$ cat config.mk
export PLATFORM = sky130hd
export DESIGN_NAME = bds_avg
export DESIGN_NICKNAME = d
export VERILOG_FILES = /design/src/hw/rtl/bds_pkg.sv /design/src/hw/rtl/bds_avg.sv
export SDC_FILE = /design/constraint.sdc
export NUM_CORES = 1
export LEC_CHECK = 0
export ABC_CLOCK_PERIOD_IN_PS = 4230
export BUFFER_PORTS_ARGS = -buffer_cell sky130_fd_sc_hd__buf_2
export CAP_MARGIN = 25
export CORE_MARGIN = 8
export CORE_UTILIZATION = 45
export DETAILED_ROUTE_END_ITERATION = 6
export PLACE_DENSITY = 0.85
export SYNTH_ARGS = -nofsm -noshare
export SYNTH_HDL_FRONTEND = slang
export SYNTH_SLANG_ARGS = --single-unit
$ cat constraint.sdc
create_clock -name clock -period 4.23 [get_ports clock]
set_input_delay 0 -clock clock [delete_from_list [all_inputs] [get_ports clock]]
set_output_delay 0 -clock clock [all_outputs]
set_load 0.01 [all_outputs]
$ cat src/hw/rtl/bds_pkg.sv
// ----------------------------------------------------------------------------
// bds_pkg
// Shared types and constants of the 2x2 box downsampler.
// ----------------------------------------------------------------------------
package bds_pkg;

   // page geometry
   localparam int PAGE_SIDE = 256;
   localparam int HALF_SIZE = PAGE_SIDE / 2;
   localparam int LAST_EVEN = 2 * HALF_SIZE;
   localparam int CNT_W     = $clog2(PAGE_SIDE);
   localparam int SLOT_W    = $clog2(HALF_SIZE);

   // pixel and store layout
   localparam int CHANNELS  = 4;
   localparam int SAMPLE_W  = 8;
   localparam int PAIR_W    = SAMPLE_W + 1;
   localparam int STORE_W   = 10;
   localparam int SUM_W     = STORE_W + 1;
   localparam int COORD_W   = 8;
   localparam int CCOUNT_W  = 3;
   localparam int ROW_W     = CHANNELS * STORE_W;

   localparam logic [CCOUNT_W-1:0] CCOUNT_RESET = 3'd4;

   typedef logic [CHANNELS-1:0][SAMPLE_W-1:0] sample_vec_type;
   typedef logic [CHANNELS-1:0][PAIR_W-1:0]   pair_vec_type;
   typedef logic [CHANNELS-1:0][STORE_W-1:0]  store_vec_type;

   // payload of the stage register between front end and averaging stage
   typedef struct packed {
      logic                emit;
      logic [COORD_W-1:0]  target_x;
      logic [COORD_W-1:0]  target_y;
      logic                page_done;
      pair_vec_type        pair;
   } stage_type;

endpackage

$ cat src/hw/rtl/bds_avg.sv
// ----------------------------------------------------------------------------
// bds_avg
// Completes the 2x2 sums, divides by four, masks unused channels and holds
// the result in the output register.
// ----------------------------------------------------------------------------
module bds_avg (
   input  logic                              clock,
   input  logic                              reset,
   input  logic                              stage_valid,
   input  bds_pkg::stage_type                stage,
   input  bds_pkg::store_vec_type            stored,
   input  logic [bds_pkg::CCOUNT_W-1:0]      channel_count,
   output logic                              advance,
   output logic                              rsp_valid,
   input  logic                              rsp_stall,
   output logic [bds_pkg::COORD_W-1:0]       target_x,
   output logic [bds_pkg::COORD_W-1:0]       target_y,
   output bds_pkg::sample_vec_type           chan_out,
   output logic                              page_done
);

   logic                              valid_ff, valid_in;
   logic [bds_pkg::COORD_W-1:0]       x_ff, y_ff;
   bds_pkg::sample_vec_type           chan_ff, avg;
   logic                              done_ff;
   logic                              load;
   logic [bds_pkg::SUM_W-1:0]         total;

   assign advance = !valid_ff || !rsp_stall;
   assign load    = advance && stage_valid && stage.emit;

   // four-sample average per channel, unused channels read 0
   always_comb begin
      total = '0;
      for (int j = 0; j < bds_pkg::CHANNELS; j++) begin
         total  = bds_pkg::SUM_W'(stored[j]) + bds_pkg::SUM_W'(stage.pair[j]);
         avg[j] = (channel_count > bds_pkg::CCOUNT_W'(j)) ?
                  total[bds_pkg::SAMPLE_W+1:2] : '0;
      end
   end

   // output valid
   always_comb begin
      valid_in = valid_ff;
      if (advance) begin
         valid_in = load;
      end
   end

   always_ff @(posedge clock) begin
      if (reset) begin
         valid_ff <= 1'b0;
      end else begin
         valid_ff <= valid_in;
      end
   end

   // output payload
   always_ff @(posedge clock) begin
      if (load) begin
         x_ff    <= stage.target_x;
         y_ff    <= stage.target_y;
         chan_ff <= avg;
         done_ff <= stage.page_done;
      end
   end

   assign rsp_valid = valid_ff;
   assign target_x  = x_ff;
   assign target_y  = y_ff;
   assign chan_out  = chan_ff;
   assign page_done = done_ff;

endmodule

==> flow_summary_export.csv <==
group,metric,value,unit
status,outcome,"finished clean",
global_route,grt_usage,16.0,%
logic_synthesis,synth-async-reset-ratio,0,%
cells_and_area,fillerInstances,526,
logic_synthesis,avgSynthCellArea,11.5,sq um
timing,fin_skew,0.00579,ns
routing,vias,2784,
logic_synthesis,synth-edff-count,49,
floorplan,start_util,45.4,%
timing,tightest_slew,0.862,ns
floorplan,die-area,0.00957,sq mm
timing,fmax,600,MHz
logic_synthesis,syn_area,0.00301,sq mm
routing,dr.pass1.iters,6,
critical_path,cp.required,4.19,ns
place,gp_congestion,0.890,
cells_and_area,drive_gt1_share,40.0,%
floorplan,pin_count,152,
clock_tree,clock_path_buffers,2,
floorplan,rows,30,
global_route,gr-total-overflow,0,
cells_and_area,diodes,0,
routing,wire_per_inst,15.4,microns
clock_tree,cts_root_buf,"clkbuf_8",
global_route,antenna_found_initial,0,
cells_and_area,areaGrowthSynthToFinish,38.3,%
critical_path,critPathKind,"reg2reg",
flow_run,maxCapViolations,0,
clock_tree,numClockSinks,50,
timing,post-route-min-period,1.67,ns
clock_tree,post_cts_buffers,0,
timing,grt_setup_unrepaired,"false",
critical_path,cp.arrival,1.62,ns
place,numPortBuffers,151,
routing,ant_nets,0,
place,dpl_worst_slack,2.53,ns
routing,drt_wl_total,7990,microns
clock_tree,numCtsBuffers,5,
global_route,grt_pass1_wl,12700,microns
clock_tree,clk_pin_slew,0.09,ns
critical_path,endpoint_kind,"flop",
floorplan,dieHeight,97.8,microns
clock_tree,h-tree-depth,2,
clock_tree,clock_latency,0.30,ns
critical_path,crit_fanout,33,
timing,timing_hold_violations_final,0,
timing,maxSlewViolCount,0,
floorplan,core_area,0.00664,sq mm
timing,fin_setup_tns,0,ns
power,irDropWorstVdd,0.127,mV
logic_synthesis,yosysUniqueCellTypes,42,
routing,drt_iter0_drc,78,
routing,viasPerCell,5.35,
place,dp_hpwl,6570,microns
global_route,grt_pass1_vias,2854,
logic_synthesis,syn_nets,395,
clock_tree,cts_tree,"built",
global_route,grt_max_degree,34,
critical_path,critPathSlowestCell,"a21oi_4",
critical_path,slowest_delay,0.48,ns
routing,drcViolationCount,0,
power,p_leak,1.91,nW
logic_synthesis,synth-seq-cells,50,
logic_synthesis,synth.yosys.seq_area_share,49.5,%
critical_path,critPathLaunchType,"flop",
power,power.density,292,mW/mm^2
floorplan,die_width,97.8,microns
timing,setup_ws,2.56,ns
timing,period_share,39.4,%
logic_synthesis,yosys_warnings,0,
logic_synthesis,synth_flop_cell,"edfxtp_1",
cells_and_area,finalNetCount,572,
worst_hold_path,hp-class,"in2reg",
timing,setup_violations,0,
logic_synthesis,synthCells,262,
critical_path,crit_chain,"a21oi_4 > buf_4",
timing,maxSlewHeadroom,42.1,%
==> cells by family (layout without fill, tap and decap cells) <==
group | count (synthesis) | in the layout | synth area share (%)
simple gates | 83 | 83 | 14.0
compound gates | 67 | 67 | 16.0
flops | 50 | 50 | 49.5
fa+ha+maj | 32 | 32 | 13.3
xor+xnor | 18 | 18 | 5.23
buf+inv | 10 | 188 | 1.29
mux | 2 | 2 | 0.664
==> cells in the final DEF, fill, tap and decap left out, drive strengths merged, types with 2 or more instances in the layout <==
cell type / count
nor2: 24
and3: 3
clkbuf: 5
a21oi: 18
nand2b: 2
xor2: 14
a31oi: 9
a21o: 10
mux2i: 2
dlygate4sd3: 19
nor3: 12
o211ai: 2
edfxtp: 49
a22oi: 2
inv: 10
and4: 4
o31a: 2
xnor2: 4
nand4: 3
nand3: 10
a211oi: 2
nor2b: 4
or2: 3
ha: 32
o21ai: 10
a221oi: 6
buf: 152
nand2: 14
==> power by group <==
group	total [mW]	switching, mW	internal, mW
Clock	0.279	0.159	0.119
Combinational	0.340	0.180	0.160
Sequential	0.597	0.00832	0.588
Total	1.22	0.348	0.868
==> through the flow <==
step | util [%] | hold slack, ns | instances | cell area [sq um] | power (mW)
2_1_floorplan | - | 0.0691 | 262 | 3010 | 0.816
3_3_place_gp | 58.5 | 0.154 | 493 | 3880 | 0.921
3_5_place_dp | 58.5 | 0.159 | 493 | 3880 | 0.936
4_1_cts | 62.7 | 0.103 | 520 | 4170 | 1.23
5_1_grt | 62.7 | 0.103 | 520 | 4170 | 1.28
6_report | 62.7 | 0.115 | 520 | 4170 | 1.22
==> sequential cells by signal, summed over array words and instances, names as in the netlist <==
name       flops
chan_out      32
target_x       8
target_y       8
page_done      1
rsp_valid      1
==> cell usage after synthesis, types with 3 or more instances <==
master	count	area [sq um]
edfxtp_1	49	1470
a221oi_2	5	75.1
inv_1	8	30.0
nor2_1	24	90.1
nand3_1	10	50.1
a31oi_1	9	56.3
xnor2_1	4	35.0
ha_1	32	400
a21o_1	10	75.1
o21ai_0	8	40.0
and3_1	3	18.8
nand4_1	3	18.8
or2_2	3	18.8
a21oi_1	18	90.1
xor2_1	14	123
and4_2	3	30.0
nor2b_1	4	25.0
nor3_1	11	55.1
nand2_1	14	52.6
==> cell type report <==
class                   instances  area [sq um]  area share, %
flip-flops and latches         50          1490           35.8
multi-input cells             202          1500           35.9
clock inverters                 3          25.0          0.600
clock buffers                   5          68.8           1.65
inverters                       9          33.8          0.811
repair buffers                171           953           22.9
well taps                      80           100           2.40
==> worst max-delay path: cells and delay by family (launching register included) <==
family / cells / cell delay (ns)
compound gates: 1 / 0.48
buf+inv: 1 / 0.48
flops: 1 / 0.35
==> timing repair <==
item / in CTS / in global routing
hold buffers: 19 / 0
resized for setup: 0 / 0
endpoints found under the hold margin: 18 / 0
==> layer usage <==
layer  vias up  track usage (%)  share of wire, %  wire [microns]
met1      1295             16.5                41            3260
met5         -                0                 0               0
met2        99             30.3                52            4150
li1       1378                -                 -               -
met3        12             3.41               5.2             419
met4         0             6.83               2.0             157
==> worst paths after layout <==
check	startpoint	endpoint	slack, ns	cells past startpoint
hold reg to reg	rsp_valid	target_x[0]	0.76	1
hold / removal	stored[19]	chan_out[15]	0.12	3
setup / recovery	rsp_valid	chan_out[15]	2.56	2
setup reg to reg	rsp_valid	chan_out[15]	2.56	2
(Power assumes the default switching activity.)
