**src/hw/rtl/bds_ram.sv**
```systemverilog
// ----------------------------------------------------------------------------
// bds_ram
// Generic single write port, single read port RAM with registered read.
// ----------------------------------------------------------------------------
module bds_ram #(
   parameter int WIDTH = 8,
   parameter int DEPTH = 16
) (
   input  logic                     clock,
   input  logic                     wr_en,
   input  logic [$clog2(DEPTH)-1:0] wr_addr,
   input  logic [WIDTH-1:0]         wr_data,
   input  logic                     rd_en,
   input  logic [$clog2(DEPTH)-1:0] rd_addr,
   output logic [WIDTH-1:0]         rd_data
);

   logic [WIDTH-1:0] mem_ff [DEPTH];
   logic [WIDTH-1:0] rd_data_ff;

   // write port
   always_ff @(posedge clock) begin
      if (wr_en) begin
         mem_ff[wr_addr] <= wr_data;
      end
   end

   // registered read, held while not enabled
   always_ff @(posedge clock) begin
      if (rd_en) begin
         rd_data_ff <= mem_ff[rd_addr];
      end
   end

   assign rd_data = rd_data_ff;

endmodule

```
**config.mk**
```make
export PLATFORM = sky130hd
export DESIGN_NAME = bds_ram
export DESIGN_NICKNAME = d
export VERILOG_FILES = /design/src/hw/rtl/bds_ram.sv
export SDC_FILE = /design/constraint.sdc
export NUM_CORES = 1
export LEC_CHECK = 0
export BUFFER_PORTS_ARGS = -buffer_cell sky130_fd_sc_hd__buf_2
export CAP_MARGIN = 20
export CORE_MARGIN = 2
export CORE_UTILIZATION = 50
export DETAILED_ROUTE_END_ITERATION = 8
export PLACE_DENSITY = 0.79
export SYNTH_ARGS = -nofsm -noshare
export SYNTH_HDL_FRONTEND = slang
export SYNTH_SLANG_ARGS = --single-unit
```
**constraint.sdc**
```tcl
create_clock -name clock -period 1.7 [get_ports clock]
set_input_delay 0.255 -clock clock [delete_from_list [all_inputs] [get_ports clock]]
set_output_delay 0.255 -clock clock [all_outputs]
set_load 0.02 [all_outputs]
```
==> results of run 1 <==
-- worst max-delay path: cells and delay by family (launching register included) --
family | cells | cell delay [ns]
and+or+nand+nor | 1 | 0.10
AOI/OAI and AO/OA | 1 | 0.29
DFF | 1 | 0.38
muxes | 1 | 0.56
-- cells by family (layout without fill, tap and decap cells) --
logic type / after synthesis / in the layout
simple gates: 35 / 35
flops: 136 / 136
mux: 32 / 32
compound gates: 16 / 16
buf+inv: 10 / 81
-- cells in the final DEF (no fill, tap or decap) --
cell	Yosys	routed
edfxtp_1	136	136
buf_2	3	26
buf_4	1	19
mux4_2	18	18
a22oi_1	16	16
clkbuf_16	0	16
mux4_1	14	14
nor2_1	13	13
nand2_1	9	9
clkinv_4	0	6
clkinvlp_4	0	4
inv_6	0	4
buf_12	0	4
nor3_1	4	3
nand3b_1	2	2
nand2b_1	2	2
nor2b_1	1	1
and2_1	1	1
and2b_1	1	1
nand3_1	1	1
or3b_2	1	1
nor3_2	0	1
clkbuf_8	0	1
clkinv_2	0	1
-- stage by stage --
step	worst slack [ns]	std cells	util	power, mW	hold WS [ns]
6_report	0.118	436	0.607	7.37	0.130
5_1_grt	0.0953	436	0.607	7.59	0.119
4_1_cts	0.113	436	0.607	7.42	0.104
3_5_place_dp	-0.127	404	0.554	4.24	0.651
3_3_place_gp	-0.112	404	0.554	4.23	0.639
2_1_floorplan	0.163	229	-	4.07	0.354
-- report_power, final --
| part | total (mW) | internal (mW) | switching (mW) |
|---|---|---|---|
| clock network | 3.20 | 1.81 | 1.38 |
| registers | 3.80 | 3.78 | 0.0204 |
| logic | 0.370 | 0.160 | 0.210 |
-- routing by layer --
metal  up-vias  track usage  routed length (um)
li1       1102            -                   -
met1      1267        0.252                4070
met2        80        0.282                4800
met3         7       0.0558                 591
met4         0       0.0639                  91
met5         -            0                   0
-- sequential cells by signal (all words and copies together) (netlist names) --
register / cells
rd_data: 8
mem_ff: 128
-- layout make-up --
| type | count | share of cell area |
|---|---|---|
| Sequential cell | 136 | 0.658 |
| Clock buffer | 17 | 0.0667 |
| Timing Repair Buffer | 49 | 0.0569 |
| Clock inverter | 15 | 0.0198 |
| Tap cell | 136 | 0.0274 |
| Multi-Input combinational cell | 83 | 0.171 |
-- cell usage after synthesis (all sizes together) --
master,n,share of area
nor3,4,0.0038
mux4,32,0.15
or3b,1,0.0017
nand3b,2,0.0029
nand2b,2,0.0024
edfxtp,136,0.78
nor2b,1,0.0012
buf,7,0.011
nor2,13,0.0093
and2,1,0.0012
a22oi,16,0.023
and2b,1,0.0014
nand2,9,0.0065
nand3,1,0.00096
clkdlybuf4s25,3,0.0057
-- how the worst max path moves through the flow --
stage | endpoint | slack (ns) | depth (start not counted)
2_1_floorplan | rd_data[1] | 0.16 | 5
3_3_place_gp | rd_data[1] | -0.11 | 5
3_5_place_dp | rd_data[1] | -0.13 | 5
4_1_cts | rd_data[1] | 0.11 | 3
5_1_grt | rd_data[1] | 0.1 | 3
6_report | rd_data[1] | 0.12 | 3
==> impl_metrics.yaml, run 1 <==
synth:
  synth_mux_area_frac: 0.148
  ys.warnings.count: 0
  synthCells: 229
  synth_area_um2: 5230
  avgSynthCellArea_um2: 22.8
  syn_nets: 248
  synth-seq-cells: 136
  synth_compound_area_frac: 0.0230
  synth_top_family_by_area: "multiplexers"
  yosys.area_share.simple: 0.0314
  ys_seq_area_frac: 0.781
  yosys.area_share.adder: 0
  synth_xor_area_frac: 0
  yosys.cell_types.count: 18
clock_network:
  cts_buffers: 17
  cts_hold_buf: 0
  post_cts_resized: 0
  cts_tree: "done"
  post_cts_buffers: 0
  root_buffer: "clkbuf_8"
  clk_pin_slew_worst_paths_ns: 0.06
  clock-sinks: 136
  clockBufferDepth: 2
  clk_latency_ns: 0.51
  htree_num_levels: 4
critical_path:
  critPathSlowestCell: "mux4_1"
  r2r-end: "rd_data[1]"
  critPathRequiredTime_ns: 1.95
  rrSetupSlack_ns: 0.12
  max_stage_delay_ns: 0.56
  start_kind: "flip-flop"
  crit_path_end_kind: "flip-flop"
  cp_max_fo: 1
  crit_arrival_ns: 1.84
  r2r_cells: 3
  worst_r2r_startpoint: "mem_ff[5][1]"
  crit_type: "flip-flop to flip-flop"
  critPathLaunch: "mem_ff[5][1]"
  crit_chain: "mux4_1, a22oi_1, nand2_1"
min_path:
  hold_depth: 1
  hp-class: "input pin to flip-flop"
  holdCritStartpoint: "wr_data[0]"
  hold_path_end: "mem_ff[6][0]"
sta:
  skew_ns: 0.00520
  min_period_ns: 1.58
  hold_viol_final: 0
  setup_tns_ns: 0
  setup_viol: 0
  tightest_slew_ns: 0.420
  slew_violations: 0
  slew_headroom: 0.720
  max_freq_ghz: 0.632
  fin_crit_sh: 0.931
  rsz0062_at_grt: "false"
place:
  gp_congestion: 0.753
  hpwlAfterDp_mm: 6.11
  io_buffers: 26
  dpl_cell_area_um2: 5670
finish:
  seqCellArea_um2: 4080
  drive_gt1_frac: 0.337
  n_antenna_cell: 0
  final_net_count: 306
  final_area_um2: 6210
  multiInputGateArea_um2: 1060
  nFillCells: 697
  area_growth_pct: 18.7
die:
  start_util: 0.511
  rows: 37
  die_h_um: 106
  coreArea_um2: 10200
  dieArea_um2: 11300
  die_w_um: 106
  num_io_pins: 27
power:
  leakage_nw: 2.10
  vdd_ir_drop_max_mv: 0.569
  power_density_nw_per_um2: 1190
grt:
  grt_pass1_wl_mm: 14.4
  grt_max_degree: 20
  track_usage: 0.183
  grt_pass1_vias: 2515
  grt_antenna_before_repair: 0
  grt-ovfl-total: 0
detailed_routing:
  detail-route-antenna-nets: 0
  drt_iter0_drc: 138
  drt-total-wl_mm: 9.55
  dr.pass1.iters: 4
  vias: 2456
  vias_per_cell: 5.63
  drc: 0
  wl_per_cell_um: 21.9
status:
  outcome: "complete, no violations"
job:
  maxCapViolations: 0
Note: power is estimated with default switching activity, not from simulation.
==> run 2: changes to the inputs <==
- PLACE_DENSITY: 0.79 -> 0.7
==> run 2 against run 1 <==
Against the previous run: sequential cell count did not move; critical path depth is the same; maximum frequency rose by 5.9%; worst setup slack improved by 0.088 ns; die area did not move; register-to-register slack better by 0.09 ns; global-route usage up 0.59 points; final area rose by 0.46%; sequential power about the same; core utilization is 0.28 points higher; critical endpoint is now rd_data[3]; largest power group unchanged.
==> impl_metrics.yaml, run 2 (same netlist as run 1, synthesis figures left out) <==
status:
  outcome: "complete, no violations"
grt:
  track_usage: 0.189
  grt_pass1_vias: 2472
  grt_pass1_wl_mm: 14.8
  grt_max_degree: 33
  grt-ovfl-total: 0
  grt_antenna_before_repair: 0
sta:
  min_period_ns: 1.49
  fin_crit_sh: 0.879
  skew_ns: 0.00972
  setup_viol: 0
  slew_headroom: 0.513
  rsz0062_at_grt: "false"
  hold_ws_ns: 0.116
  hold_viol_final: 0
  max_freq_ghz: 0.669
  slew_violations: 0
  setup_tns_ns: 0
  tightest_slew_ns: 0.728
power:
  vdd_ir_drop_max_mv: 0.577
  leakage_nw: 2.12
  power_density_nw_per_um2: 1260
critical_path:
  crit_type: "flip-flop to flip-flop"
  start_kind: "flip-flop"
  crit_arrival_ns: 1.75
  r2r_cells: 3
  r2r-end: "rd_data[3]"
  crit_path_end_kind: "flip-flop"
  rrSetupSlack_ns: 0.21
  critPathSlowestCell: "mux4_1"
  worst_r2r_startpoint: "mem_ff[3][3]"
  crit_buf_inv: 0
  critical-path-top-delay-family: "multiplexers"
  cp_max_fo: 1
  crit_chain: "mux4_1, a22oi_1, nand2_1"
  critPathRequiredTime_ns: 1.96
  max_stage_delay_ns: 0.48
die:
  coreArea_um2: 10200
  start_util: 0.511
  dieArea_um2: 11300
  die_h_um: 106
  rows: 37
  die_w_um: 106
  num_io_pins: 27
place:
  hpwlAfterDp_mm: 6.01
  gp_congestion: 0.756
  io_buffers: 26
  dpl_cell_area_um2: 5630
clock_network:
  cts_hold_buf: 0
  cts_buffers: 17
  clock-sinks: 136
  post_cts_resized: 0
  root_buffer: "clkbuf_8"
  cts_tree: "done"
  clk_latency_ns: 0.51
  post_cts_buffers: 0
  htree_num_levels: 4
  clk_pin_slew_worst_paths_ns: 0.06
  clockBufferDepth: 2
detailed_routing:
  drc: 0
  dr.pass1.iters: 5
  vias: 2428
  drt_iter0_drc: 190
  drt-total-wl_mm: 9.50
  detail-route-antenna-nets: 0
  vias_per_cell: 5.59
  wl_per_cell_um: 21.9
finish:
  final_net_count: 304
  drive_gt1_frac: 0.332
  layout_commonest_cell: "edfxtp_1"
  utilization: 0.609
  final_area_um2: 6230
  largest_reg_flops: 128
  area_growth_pct: 19.3
  layout_common_cells: "edfxtp_1, buf_2, buf_4"
  top_register: "mem_ff"
  nFillCells: 719
  n_antenna_cell: 0
min_path:
  hold_path_end: "mem_ff[14][1]"
  hold_depth: 1
  holdCritStartpoint: "wr_data[1]"
  hp-class: "input pin to flip-flop"
job:
  maxCapViolations: 0
run 2: cell types whose count changed in the layout (fill, tap and decap cells not counted), sizes merged:
cell / change
inv: +2
bufinv: +3
buf: -2
clkinv: -5
run 2: area by class of cell:
type                    instances  area (um2)  share of cell area
multi-input cells              83        1060               0.170
repair buffers                 47         313              0.0502
clock buffers                  17         414              0.0664
well taps                     136         170              0.0273
clock inverters                15         191              0.0307
flip-flops and latches        136        4080               0.655
run 2: how the worst max path moves through the flow:
stage / start / endpoint / slack, ns / depth (start not counted)
after floorplan: rd_addr[0] / rd_data[1] / 0.16 / 5
after global placement: rd_addr[0] / rd_data[3] / -0.06 / 5
after detailed placement: rd_addr[0] / rd_data[3] / -0.12 / 5
after CTS: mem_ff[3][3] / rd_data[3] / 0.16 / 3
after global routing: mem_ff[3][3] / rd_data[3] / 0.14 / 3
final: mem_ff[3][3] / rd_data[3] / 0.21 / 3
run 2: metrics by stage:
stage	std cells	power, mW	setup WS (ns)
detailed placement	402	4.23	-0.122
global route	434	8.07	0.139
finish	434	7.84	0.206
global placement	402	4.22	-0.0577
floorplan	229	4.07	0.163
CTS	434	7.88	0.163
run 2: power breakdown:
group	leakage (nW)	switching (mW)	internal, mW	total [mW]
Clock	0.286	1.41	2.27	3.68
Sequential	1.24	0.0222	3.78	3.80
Combinational	0.594	0.208	0.151	0.359
run 2: worst reg2reg max path, stage by stage (launching register included):
cell and delay [ns]:
edfxtp_1 0.38, mux4_1 0.48, a22oi_1 0.27, nand2_1 0.11
run 2: metal layers:
| layer | GRT usage | part of all wire | vias up |
|---|---|---|---|
| met5 | 0 | 0 | - |
| met4 | 0.0564 | 0.0094 | 0 |
| met3 | 0.0521 | 0.044 | 8 |
| met2 | 0.299 | 0.53 | 76 |
| met1 | 0.261 | 0.42 | 1245 |
| li1 | - | - | 1099 |
