==> src/hw/rtl/bds_pkg.sv <==
// ----------------------------------------------------------------------------
// bds_pkg
// Shared types and constants of the 2x2 box downsampler.
// ----------------------------------------------------------------------------
package bds_pkg;

   // page geometry
   localparam int PAGE_SIDE = 256;
   localparam int HALF_SIZE = PAGE_SIDE / 2;
   localparam int LAST_EVEN = 2 * HALF_SIZE;
   localparam int CNT_W     = $clog2(PAGE_SIDE);
   localparam int SLOT_W    = $clog2(HALF_SIZE);

   // pixel and store layout
   localparam int CHANNELS  = 4;
   localparam int SAMPLE_W  = 8;
   localparam int PAIR_W    = SAMPLE_W + 1;
   localparam int STORE_W   = 10;
   localparam int SUM_W     = STORE_W + 1;
   localparam int COORD_W   = 8;
   localparam int CCOUNT_W  = 3;
   localparam int ROW_W     = CHANNELS * STORE_W;

   localparam logic [CCOUNT_W-1:0] CCOUNT_RESET = 3'd4;

   typedef logic [CHANNELS-1:0][SAMPLE_W-1:0] sample_vec_type;
   typedef logic [CHANNELS-1:0][PAIR_W-1:0]   pair_vec_type;
   typedef logic [CHANNELS-1:0][STORE_W-1:0]  store_vec_type;

   // payload of the stage register between front end and averaging stage
   typedef struct packed {
      logic                emit;
      logic [COORD_W-1:0]  target_x;
      logic [COORD_W-1:0]  target_y;
      logic                page_done;
      pair_vec_type        pair;
   } stage_type;

endpackage

==> src/hw/rtl/bds_front.sv <==
// ----------------------------------------------------------------------------
// bds_front
// Raster position counters, left sample register, row store access and the
// stage register that carries each transaction to the averaging stage.
// ----------------------------------------------------------------------------
module bds_front (
   input  logic                           clock,
   input  logic                           reset,
   input  logic                           req_valid,
   output logic                           req_stall,
   input  logic [1:0]                     quadrant,
   input  bds_pkg::sample_vec_type        sample,
   input  logic                           advance,
   output logic                           stage_valid,
   output bds_pkg::stage_type             stage,
   output logic                           store_wr_en,
   output logic [bds_pkg::SLOT_W-1:0]     store_wr_addr,
   output bds_pkg::store_vec_type         store_wr_data,
   output logic                           store_rd_en,
   output logic [bds_pkg::SLOT_W-1:0]     store_rd_addr
);

   logic [bds_pkg::CNT_W-1:0] col_ff, col_in;
   logic [bds_pkg::CNT_W-1:0] row_ff, row_in;
   bds_pkg::sample_vec_type   left_ff, left_in;
   logic                      valid_ff, valid_in;
   bds_pkg::stage_type        stage_ff, stage_in;

   logic                      accept;
   logic                      in_region;
   logic [bds_pkg::SLOT_W-1:0] slot;
   bds_pkg::pair_vec_type     pair;
   logic [bds_pkg::COORD_W-1:0] off_x;
   logic [bds_pkg::COORD_W-1:0] off_y;

   assign req_stall = valid_ff && !advance;
   assign accept    = req_valid && !req_stall;

   // position decode
   assign in_region = ({1'b0, col_ff} < (bds_pkg::CNT_W+1)'(bds_pkg::LAST_EVEN)) &&
                      ({1'b0, row_ff} < (bds_pkg::CNT_W+1)'(bds_pkg::LAST_EVEN));
   assign slot      = col_ff[bds_pkg::SLOT_W:1];

   // horizontal pair sums
   always_comb begin
      for (int j = 0; j < bds_pkg::CHANNELS; j++) begin
         pair[j] = bds_pkg::PAIR_W'(left_ff[j]) + bds_pkg::PAIR_W'(sample[j]);
      end
   end

   // row store: write on even rows, read on odd rows
   assign store_wr_en   = accept && in_region && col_ff[0] && !row_ff[0];
   assign store_wr_addr = slot;
   always_comb begin
      for (int j = 0; j < bds_pkg::CHANNELS; j++) begin
         store_wr_data[j] = bds_pkg::STORE_W'(pair[j]);
      end
   end
   assign store_rd_en   = accept && in_region && col_ff[0] && row_ff[0];
   assign store_rd_addr = slot;

   // target placement
   assign off_x = bds_pkg::COORD_W'(bds_pkg::HALF_SIZE) & {bds_pkg::COORD_W{quadrant[0]}};
   assign off_y = bds_pkg::COORD_W'(bds_pkg::HALF_SIZE) & {bds_pkg::COORD_W{quadrant[1]}};

   // next state of counters, left sample and stage register
   always_comb begin
      col_in   = col_ff;
      row_in   = row_ff;
      left_in  = left_ff;
      stage_in = stage_ff;
      valid_in = accept || (valid_ff && !advance);
      if (accept) begin
         if (in_region && !col_ff[0]) begin
            left_in = sample;
         end
         if (col_ff == bds_pkg::CNT_W'(bds_pkg::PAGE_SIDE - 1)) begin
            col_in = '0;
            if (row_ff == bds_pkg::CNT_W'(bds_pkg::PAGE_SIDE - 1)) begin
               row_in = '0;
            end else begin
               row_in = row_ff + 1'b1;
            end
         end else begin
            col_in = col_ff + 1'b1;
         end
         stage_in.emit      = in_region && col_ff[0] && row_ff[0];
         stage_in.target_x  = off_x + bds_pkg::COORD_W'(slot);
         stage_in.target_y  = off_y + bds_pkg::COORD_W'(row_ff[bds_pkg::CNT_W-1:1]);
         stage_in.page_done =
            (col_ff == bds_pkg::CNT_W'(bds_pkg::LAST_EVEN - 1)) &&
            (row_ff == bds_pkg::CNT_W'(bds_pkg::LAST_EVEN - 1));
         stage_in.pair      = pair;
      end
   end

   // control registers
   always_ff @(posedge clock) begin
      if (reset) begin
         col_ff   <= '0;
         row_ff   <= '0;
         left_ff  <= '0;
         valid_ff <= 1'b0;
      end else begin
         col_ff   <= col_in;
         row_ff   <= row_in;
         left_ff  <= left_in;
         valid_ff <= valid_in;
      end
   end

   // stage payload
   always_ff @(posedge clock) begin
      stage_ff <= stage_in;
   end

   assign stage_valid = valid_ff;
   assign stage       = stage_ff;

endmodule

==> config.mk <==
export PLATFORM = sky130hd
export DESIGN_NAME = bds_front
export DESIGN_NICKNAME = d
export VERILOG_FILES = /design/src/hw/rtl/bds_pkg.sv /design/src/hw/rtl/bds_front.sv
export SDC_FILE = /design/constraint.sdc
export NUM_CORES = 1
export LEC_CHECK = 0
export BUFFER_PORTS_ARGS = -buffer_cell sky130_fd_sc_hd__buf_2
export CORE_MARGIN = 3
export CORE_UTILIZATION = 40
export CTS_CLUSTER_DIAMETER = 100
export CTS_CLUSTER_SIZE = 28
export DETAILED_ROUTE_END_ITERATION = 7
export PLACE_DENSITY = 0.66
export SYNTH_ARGS = -nofsm -noshare
export SYNTH_HDL_FRONTEND = slang
export SYNTH_SLANG_ARGS = --single-unit
==> constraint.sdc <==
create_clock -name clock -period 2.1 [get_ports clock]
set_input_delay 0.105 -clock clock [delete_from_list [all_inputs] [get_ports clock]]
set_output_delay 0.105 -clock clock [all_outputs]
set_load 0.05 [all_outputs]
==> reports/qor.txt, run 1 <==
Via-to-Cell Ratio - 5.02
area delta synth->final - 40.6%
warnings from Yosys - 0
ports placed on the boundary - 150
reported max-cap violation count - 0
CP arrival - 2190 ps
largest net degree at the start of global routing - 28
CP Capture Type - primary output
status - complete, but fails checks
proportion of netlist area held by the largest area contributor - 33.3%
leakage - 2.95 nW
starting density of the core - 41.8%
tightest hold margin - 8.82 ps
share of post-route cells with drive strength above 1 - 42.7%
Pwr Total - 5.94 mW
Filler Cells Inserted - 968
average instance area after synthesis - 10.6 um^2
setup repair after global routing missed its margin - yes
minimum clock period - 2290 ps
Hold Path Sink - left_ff[6]$_SDFFE_PP0P_
power density over the cells - 868 nW/um^2
Sum Neg Setup Slack - -981 ps
cell depth of the worst flop-to-flop path - 5
final core occ - 58.7%
estimated wirelength of the detail-placed design - 8200 um
clk slew on worst S/H paths - 70 ps
cell total after placement - 735
number of antenna violations at the first check in global routing - 0
CTS tree - yes
DRT iter0 DRCs - 142
Tcrit/Tclk final - 109%
setup slack of the worst register-to-register path - 160 ps
count of antenna-violating nets left after detailed routing - 0
post-synthesis cell area - 4870 um^2
number of buffer cells added on primary ports - 145
cells after synthesis - 461
hold violation total from the final report - 0
total global routing overflow - 0
full die area - 13500 um^2
path class of the lowest-slack min-delay path - primary input to flip-flop
capture instance of the worst register-to-register path - row_ff[7]$_SDFFE_PP0P_
most frequent standard cell in the layout excluding fill and tap cells - sky130_fd_sc_hd__buf_2
TritonCTS sink count - 103
maximum buffer depth of the clock tree - 2
clock insertion delay at the later pin of the skew report - 350 ps
number of H-tree branching levels - 3
first-pass GRT wire length - 17700 um
area of the placeable core - 11700 um^2
Max IR drop VDD - 450 uV
routed len/inst - 14.8 um
total via count after detailed routing - 3869
TritonRoute pass-1 iters - 4
final estimated routing congestion in global placement - 0.793
smallest setup slack after layout - -194 ps
Critical R2R Launch - col_ff[3]$_SDFFE_PP0N_
Slew headroom - 64.0%
critical path data required time - 2000 ps
flops & latches, synth - 103
number of failing setup endpoints in the final timing report - 11
f_max - 0.436 GHz
library cell with the largest summed area after synthesis - sky130_fd_sc_hd__edfxtp_1
worst setup path category - flip-flop to primary output
global-route usage over all layers - 16.5%
cell at the root of the clock tree - sky130_fd_sc_hd__clkbuf_16
worst-case clock skew - 6.09 ps
Hold Path Origin - sample[6]
number of standard-cell rows in the floorplan - 39
number of standard cells in the layout, taps in and fillers out - 770
number of nets in the layout - 697
leading cell types in the layout, fill and taps excluded - sky130_fd_sc_hd__buf_2, sky130_fd_sc_hd__nand2_1, sky130_fd_sc_hd__edfxtp_1
violated checks - setup timing
die width - 116 um
Critical Path Start Type - flip-flop
Num CTS Buffers - 9
largest fanout on the critical path - 2
top area cells in the synthesized netlist - sky130_fd_sc_hd__edfxtp_1, sky130_fd_sc_hd__dfxtp_1, sky130_fd_sc_hd__ha_1
DRC violations left - 0
number of global-route vias before repair - 3776
portion of the post-synthesis area used by sequential elements - 53.4%
number of distinct standard cells referenced by the synthesized netlist - 43
worst hold path cell count - 3
sum of routed wire length over all layers - 11400 um
fin. max-slew vios - 0
transition time at the pin with the least slew margin - 540 ps
Die Ht - 116 um
-- worst max-delay path, stage by stage (launching register included) --
cell and delay [ps]:
sky130_fd_sc_hd__dfxtp_2 330, sky130_fd_sc_hd__ha_4 160, sky130_fd_sc_hd__fa_2 340, sky130_fd_sc_hd__a21o_1 220
sky130_fd_sc_hd__a21oi_4 200, sky130_fd_sc_hd__o21ai_4 110, sky130_fd_sc_hd__nor2_4 170, sky130_fd_sc_hd__xnor2_4 140
sky130_fd_sc_hd__buf_6 180
-- how the worst max path moves through the flow --
stage	cells after the start	endpoint	startpoint	slack, ps
global route	8	store_wr_data[16]	left_ff[8]$_SDFFE_PP0P_	-270
floorplan	7	stage[17]$_DFFE_PN_	left_ff[8]$_SDFFE_PP0P_	-130
finish	8	store_wr_data[16]	left_ff[8]$_SDFFE_PP0P_	-190
global placement	8	store_wr_data[16]	left_ff[8]$_SDFFE_PP0P_	-130
CTS	8	store_wr_data[18]	left_ff[8]$_SDFFE_PP0P_	-270
detailed placement	8	store_wr_data[16]	left_ff[8]$_SDFFE_PP0P_	-160
-- cell families after synthesis --
family	count (synthesis)	synth area share (%)
AOI/OAI and AO/OA	76	8.89
xor gates and xnor gates	33	5.94
adders and majority gates	38	10.4
buffers and inverters	43	4.93
DFF	103	53.4
other	1	0.0770
and+or+nand+nor	167	16.3
-- layout make-up --
type	count	area, um^2	area share, %
Inverter	12	47.5	0.694
Tap cell	143	179	2.61
Sequential cell	103	2610	38.2
Clock buffer	11	233	3.40
Multi-Input combinational cell	318	2560	37.4
Clock inverter	5	81.3	1.19
Antenna cell	1	2.50	0.0365
Timing Repair Buffer	177	1130	16.5
-- flip-flops by register name, indices dropped and copies added (netlist names) --
register and cells:
stage_valid 1, row_ff 8, stage 54, left_ff 32, col_ff 8
-- per-stage QoR --
step | area [um^2] | worst slack, ps
floorplan | 5070 | -128
CTS | 6610 | -271
detailed placement | 5900 | -159
global placement | 5900 | -128
finish | 6850 | -194
global route | 6840 | -267
-- synthesized netlist by cell type --
cell and number:
sky130_fd_sc_hd__or2_2 4, sky130_fd_sc_hd__nor3_1 16, sky130_fd_sc_hd__ha_1 34, sky130_fd_sc_hd__a21oi_1 48
sky130_fd_sc_hd__nand3_1 5, sky130_fd_sc_hd__nor2_1 23, sky130_fd_sc_hd__buf_6 1, sky130_fd_sc_hd__a32o_1 1
sky130_fd_sc_hd__o211ai_1 1, sky130_fd_sc_hd__nand4_4 1, sky130_fd_sc_hd__nor4_1 3, sky130_fd_sc_hd__o21ai_0 9
sky130_fd_sc_hd__a31oi_1 4, sky130_fd_sc_hd__and4_1 1, sky130_fd_sc_hd__nand3_2 1, sky130_fd_sc_hd__buf_2 3
sky130_fd_sc_hd__o2111ai_1 1, sky130_fd_sc_hd__and2_1 6, sky130_fd_sc_hd__fa_1 4, sky130_fd_sc_hd__clkbuf_1 9
sky130_fd_sc_hd__xor2_1 12, sky130_fd_sc_hd__o21bai_1 1, sky130_fd_sc_hd__a211oi_1 1, sky130_fd_sc_hd__or4_1 1
sky130_fd_sc_hd__nor3_2 4, sky130_fd_sc_hd__or3_1 1, sky130_fd_sc_hd__dfxtp_1 49, sky130_fd_sc_hd__nor2_8 1
sky130_fd_sc_hd__a311oi_1 3, sky130_fd_sc_hd__edfxtp_1 54, sky130_fd_sc_hd__inv_2 1, sky130_fd_sc_hd__conb_1 1
sky130_fd_sc_hd__nand2_1 87, sky130_fd_sc_hd__nand3b_1 1, sky130_fd_sc_hd__nand4_1 6, sky130_fd_sc_hd__o311a_1 1
sky130_fd_sc_hd__xnor2_1 21, sky130_fd_sc_hd__nor2b_1 1, sky130_fd_sc_hd__buf_4 18, sky130_fd_sc_hd__a21o_1 6
sky130_fd_sc_hd__and3_1 2, sky130_fd_sc_hd__nand2b_1 3, sky130_fd_sc_hd__inv_1 11
-- power breakdown --
part           switching, mW  internal (mW)  leakage [nW]  total (mW)
sequential            0.0554           2.28         0.932        2.34
clock                  0.735           1.05         0.146        1.78
combinational           1.25          0.567          1.87        1.82
-- what timing repair did --
action	4_1_cts	5_1_grt
pin swaps	23	18
endpoints found under the setup margin	20	20
hold buffers	7	0
gates resized for setup	74	37
buffers inserted	6	6
hold endpoints to repair	7	0
-- layer usage --
layer	vias to the layer above	part of all wire, %	GRT usage (%)
met4	0	2.2	8.51
met1	1817	41	19.7
li1	1913	-	-
met3	20	5.6	3.52
met5	-	0	0
met2	119	51	28.0
No activity file was read; power rests on OpenSTA's default activity.
==> run 2: changes to the inputs <==
Settings changed: CORE_ASPECT_RATIO set to 1.2, CORE_MARGIN 3 to not set.
==> run 2 against run 1 <==
The flow still finishes with violations (setup timing). Die area shrank 6.7%. Power grew 0.50%. Final cell count grew 1.2%. Sequential share of layout area grew 0.29 points. Register-to-register slack lost 90 ps. Global-route usage grew 1.2 points. Sequential power is essentially flat. Clock-buffer cell count shrank 2.
==> reports/qor.txt, run 2 (synthesis gave the netlist of run 1 again) <==
final estimated routing congestion in global placement - 0.819 (+3.4%)
TritonRoute pass-1 iters - 4 (unchanged)
family with the most delay on the worst path - compound AO/OA/AOI/OAI gates
number of standard-cell rows in the floorplan - 43 (+10%)
reported max-cap violation count - 0 (unchanged)
number of buffer cells added on primary ports - 145 (unchanged)
routed len/inst - 14.2 um (-4.1%)
clock insertion delay at the later pin of the skew report - 340 ps (about the same)
count of antenna-violating nets left after detailed routing - 0 (unchanged)
maximum buffer depth of the clock tree - 2 (unchanged)
Num CTS Buffers - 9 (unchanged)
# diodes - 0 (-1)
die width - 103 um (-12%)
CTS tree - yes
transition time at the pin with the least slew margin - 539 ps (-1.16 ps)
part of the total power dissipated in combinational logic - 30.3% (-0.3 points)
number of nets in the layout - 693 (-0.57%)
starting density of the core - 41.5% (-0.24 points)
setup slack of the worst register-to-register path - 70 ps (-90 ps)
CP arrival - 2210 ps (+20 ps)
cell at the root of the clock tree - sky130_fd_sc_hd__clkbuf_16
largest fanout on the critical path - 3 (+1)
most frequent standard cell in the layout excluding fill and tap cells - sky130_fd_sc_hd__buf_2
Via-to-Cell Ratio - 4.93 (-1.8%)
DRC violations left - 0 (unchanged)
first-pass GRT wire length - 17200 um (-2.9%)
internal power of the cells - 3.90 mW (about the same)
instance count on the critical path - 9 (+1)
hold violation total from the final report - 0 (unchanged)
Critical R2R Launch - left_ff[24]$_SDFFE_PP0P_
clk slew on worst S/H paths - 70 ps (about the same)
total via count after detailed routing - 3843 (-0.67%)
path class of the lowest-slack min-delay path - primary input to flip-flop
cell depth of the worst flop-to-flop path - 9 (+4)
tightest hold margin - 12.7 ps (+3.92 ps)
global-route usage over all layers - 17.7% (+1.2 points)
Filler Cells Inserted - 1006 (+3.9%)
ports placed on the boundary - 150 (unchanged)
Max IR drop VDD - 421 uV (-6.5%)
sequential share of power - 39.2% (-0.2 points)
share of post-route cells with drive strength above 1 - 43.1% (+0.44 points)
minimum clock period - 2320 ps (+23.3 ps)
total global routing overflow - 0 (unchanged)
violated checks - setup timing
TritonCTS sink count - 103 (unchanged)
leakage - 2.94 nW (-0.36%)
Die Ht - 123 um (+5.6%)
area delta synth->final - 39.5%
status - complete, but fails checks
CP Buf/Inv Count - 2 (+1)
slowest CP cell - sky130_fd_sc_hd__a311oi_4
end point of the critical path - store_wr_data[36]
CP Capture Type - primary output
Pwr Total - 5.97 mW (+0.50%)
switching power of the nets - 2.07 mW (+1.4%)
largest net degree at the start of global routing - 34 (+21%)
Critical Path Start Type - flip-flop
full die area - 12600 um^2 (-6.7%)
worst setup path category - flip-flop to primary output
number of standard cells in the layout, taps in and fillers out - 779 (+1.2%)
smallest setup slack after layout - -217 ps (-23.3 ps)
number of failing setup endpoints in the final timing report - 12 (+1)
cell breakdown of the critical path - ha_4 > inv_2 > fa_2 > nor2b_1 > o21ai_1 > nand2b_1 > a311oi_4 > xnor2_4 > buf_6
Slew headroom - 64.1% (+0.077 points)
switching power as a share of total power - 34.7% (+0.30 points)
f_max - 0.432 GHz (-1.0%)
power density over the cells - 879 nW/um^2 (+1.3%)
worst-case setup slack after placement - -157 ps (+2.61 ps)
share of power burned in the clock network - 30.5% (+0.5 points)
number of antenna violations at the first check in global routing - 0 (unchanged)
capture instance of the worst register-to-register path - stage[33]$_DFFE_PN_
fin. max-slew vios - 0 (unchanged)
worst-case clock skew - 8.10 ps (+2.01 ps)
delay of the slowest cell on the worst path - 420 ps (+80 ps)
number of global-route vias before repair - 3788 (+0.32%)
setup repair after global routing missed its margin - yes
number of H-tree branching levels - 3 (unchanged)
cell total after placement - 747 (+1.6%)
area of the placeable core - 11700 um^2 (+0.57%)
leading cell types in the layout, fill and taps excluded - sky130_fd_sc_hd__buf_2, sky130_fd_sc_hd__nand2_1, sky130_fd_sc_hd__edfxtp_1
sum of routed wire length over all layers - 11100 um (-3.0%)
critical path data required time - 2000 ps (about the same)
max reg flops - 54 (unchanged)
timing startpoint of the critical path - left_ff[24]$_SDFFE_PP0P_
DRT iter0 DRCs - 119 (-16%)
Tcrit/Tclk final - 110% (+1.1 points)
estimated wirelength of the detail-placed design - 7720 um (-5.9%)
==> run 2: what timing repair did <==
item,CTS,global route
endpoints found under the hold margin,3,0
buffers inserted,8,5
endpoints found under the setup margin,22,20
resized for setup,81,25
pin swaps,31,20
hold buffers,3,0
==> run 2: worst min-delay path by stage <==
stage / depth (start not counted) / endpoint / startpoint
finish: 3 / left_ff[2]$_SDFFE_PP0P_ / sample[2]
global placement: 1 / stage[52]$_DFFE_PN_ / quadrant[0]
CTS: 3 / left_ff[14]$_SDFFE_PP0P_ / sample[14]
detailed placement: 1 / stage[44]$_DFFE_PN_ / quadrant[1]
global route: 3 / left_ff[14]$_SDFFE_PP0P_ / sample[14]
floorplan: 0 / stage[44]$_DFFE_PN_ / quadrant[1]
==> run 2: final cells by class <==
cell class | instances | area [um^2] | share of cell area [%]
Multi-Input combinational cell | 318 | 2530 | 37.2
Inverter | 12 | 47.5 | 0.700
Timing Repair Buffer | 173 | 1080 | 15.9
Clock inverter | 7 | 104 | 1.53
Clock buffer | 9 | 225 | 3.31
Tap cell | 157 | 196 | 2.89
Sequential cell | 103 | 2610 | 38.4
==> run 2: tightest hold or removal path, cell delays in order <==
cell and delay (ps):
sky130_fd_sc_hd__buf_2 110, sky130_fd_sc_hd__nand2_1 50, sky130_fd_sc_hd__a21oi_1 50
==> run 2: metrics by stage <==
step	setup TNS (ps)	util [%]	cell area (um^2)
6_report	-1470	57.9	6800
5_1_grt	-2420	57.9	6800
4_1_cts	-1800	56.7	6650
3_5_place_dp	-551	50.4	5910
3_3_place_gp	-305	50.4	5910
2_1_floorplan	-322	-	5070
==> run 2: metal layers <==
metal | global-route usage, % | part of all wire (%)
met2 | 32.3 | 53
met5 | 0 | 0
met4 | 8.66 | 2.0
met1 | 19.7 | 40
met3 | 2.79 | 4.7
==> run 2: power by group through the flow <==
stage               Sequential, mW  Clock (mW)  Combinational, mW
finish                        2.34        1.82               1.81
global route                  2.36        1.94               1.91
CTS                           2.34        1.87               1.75
detailed placement            2.38           0               1.60
global placement              2.37           0               1.58
floorplan                     2.71           0              0.923
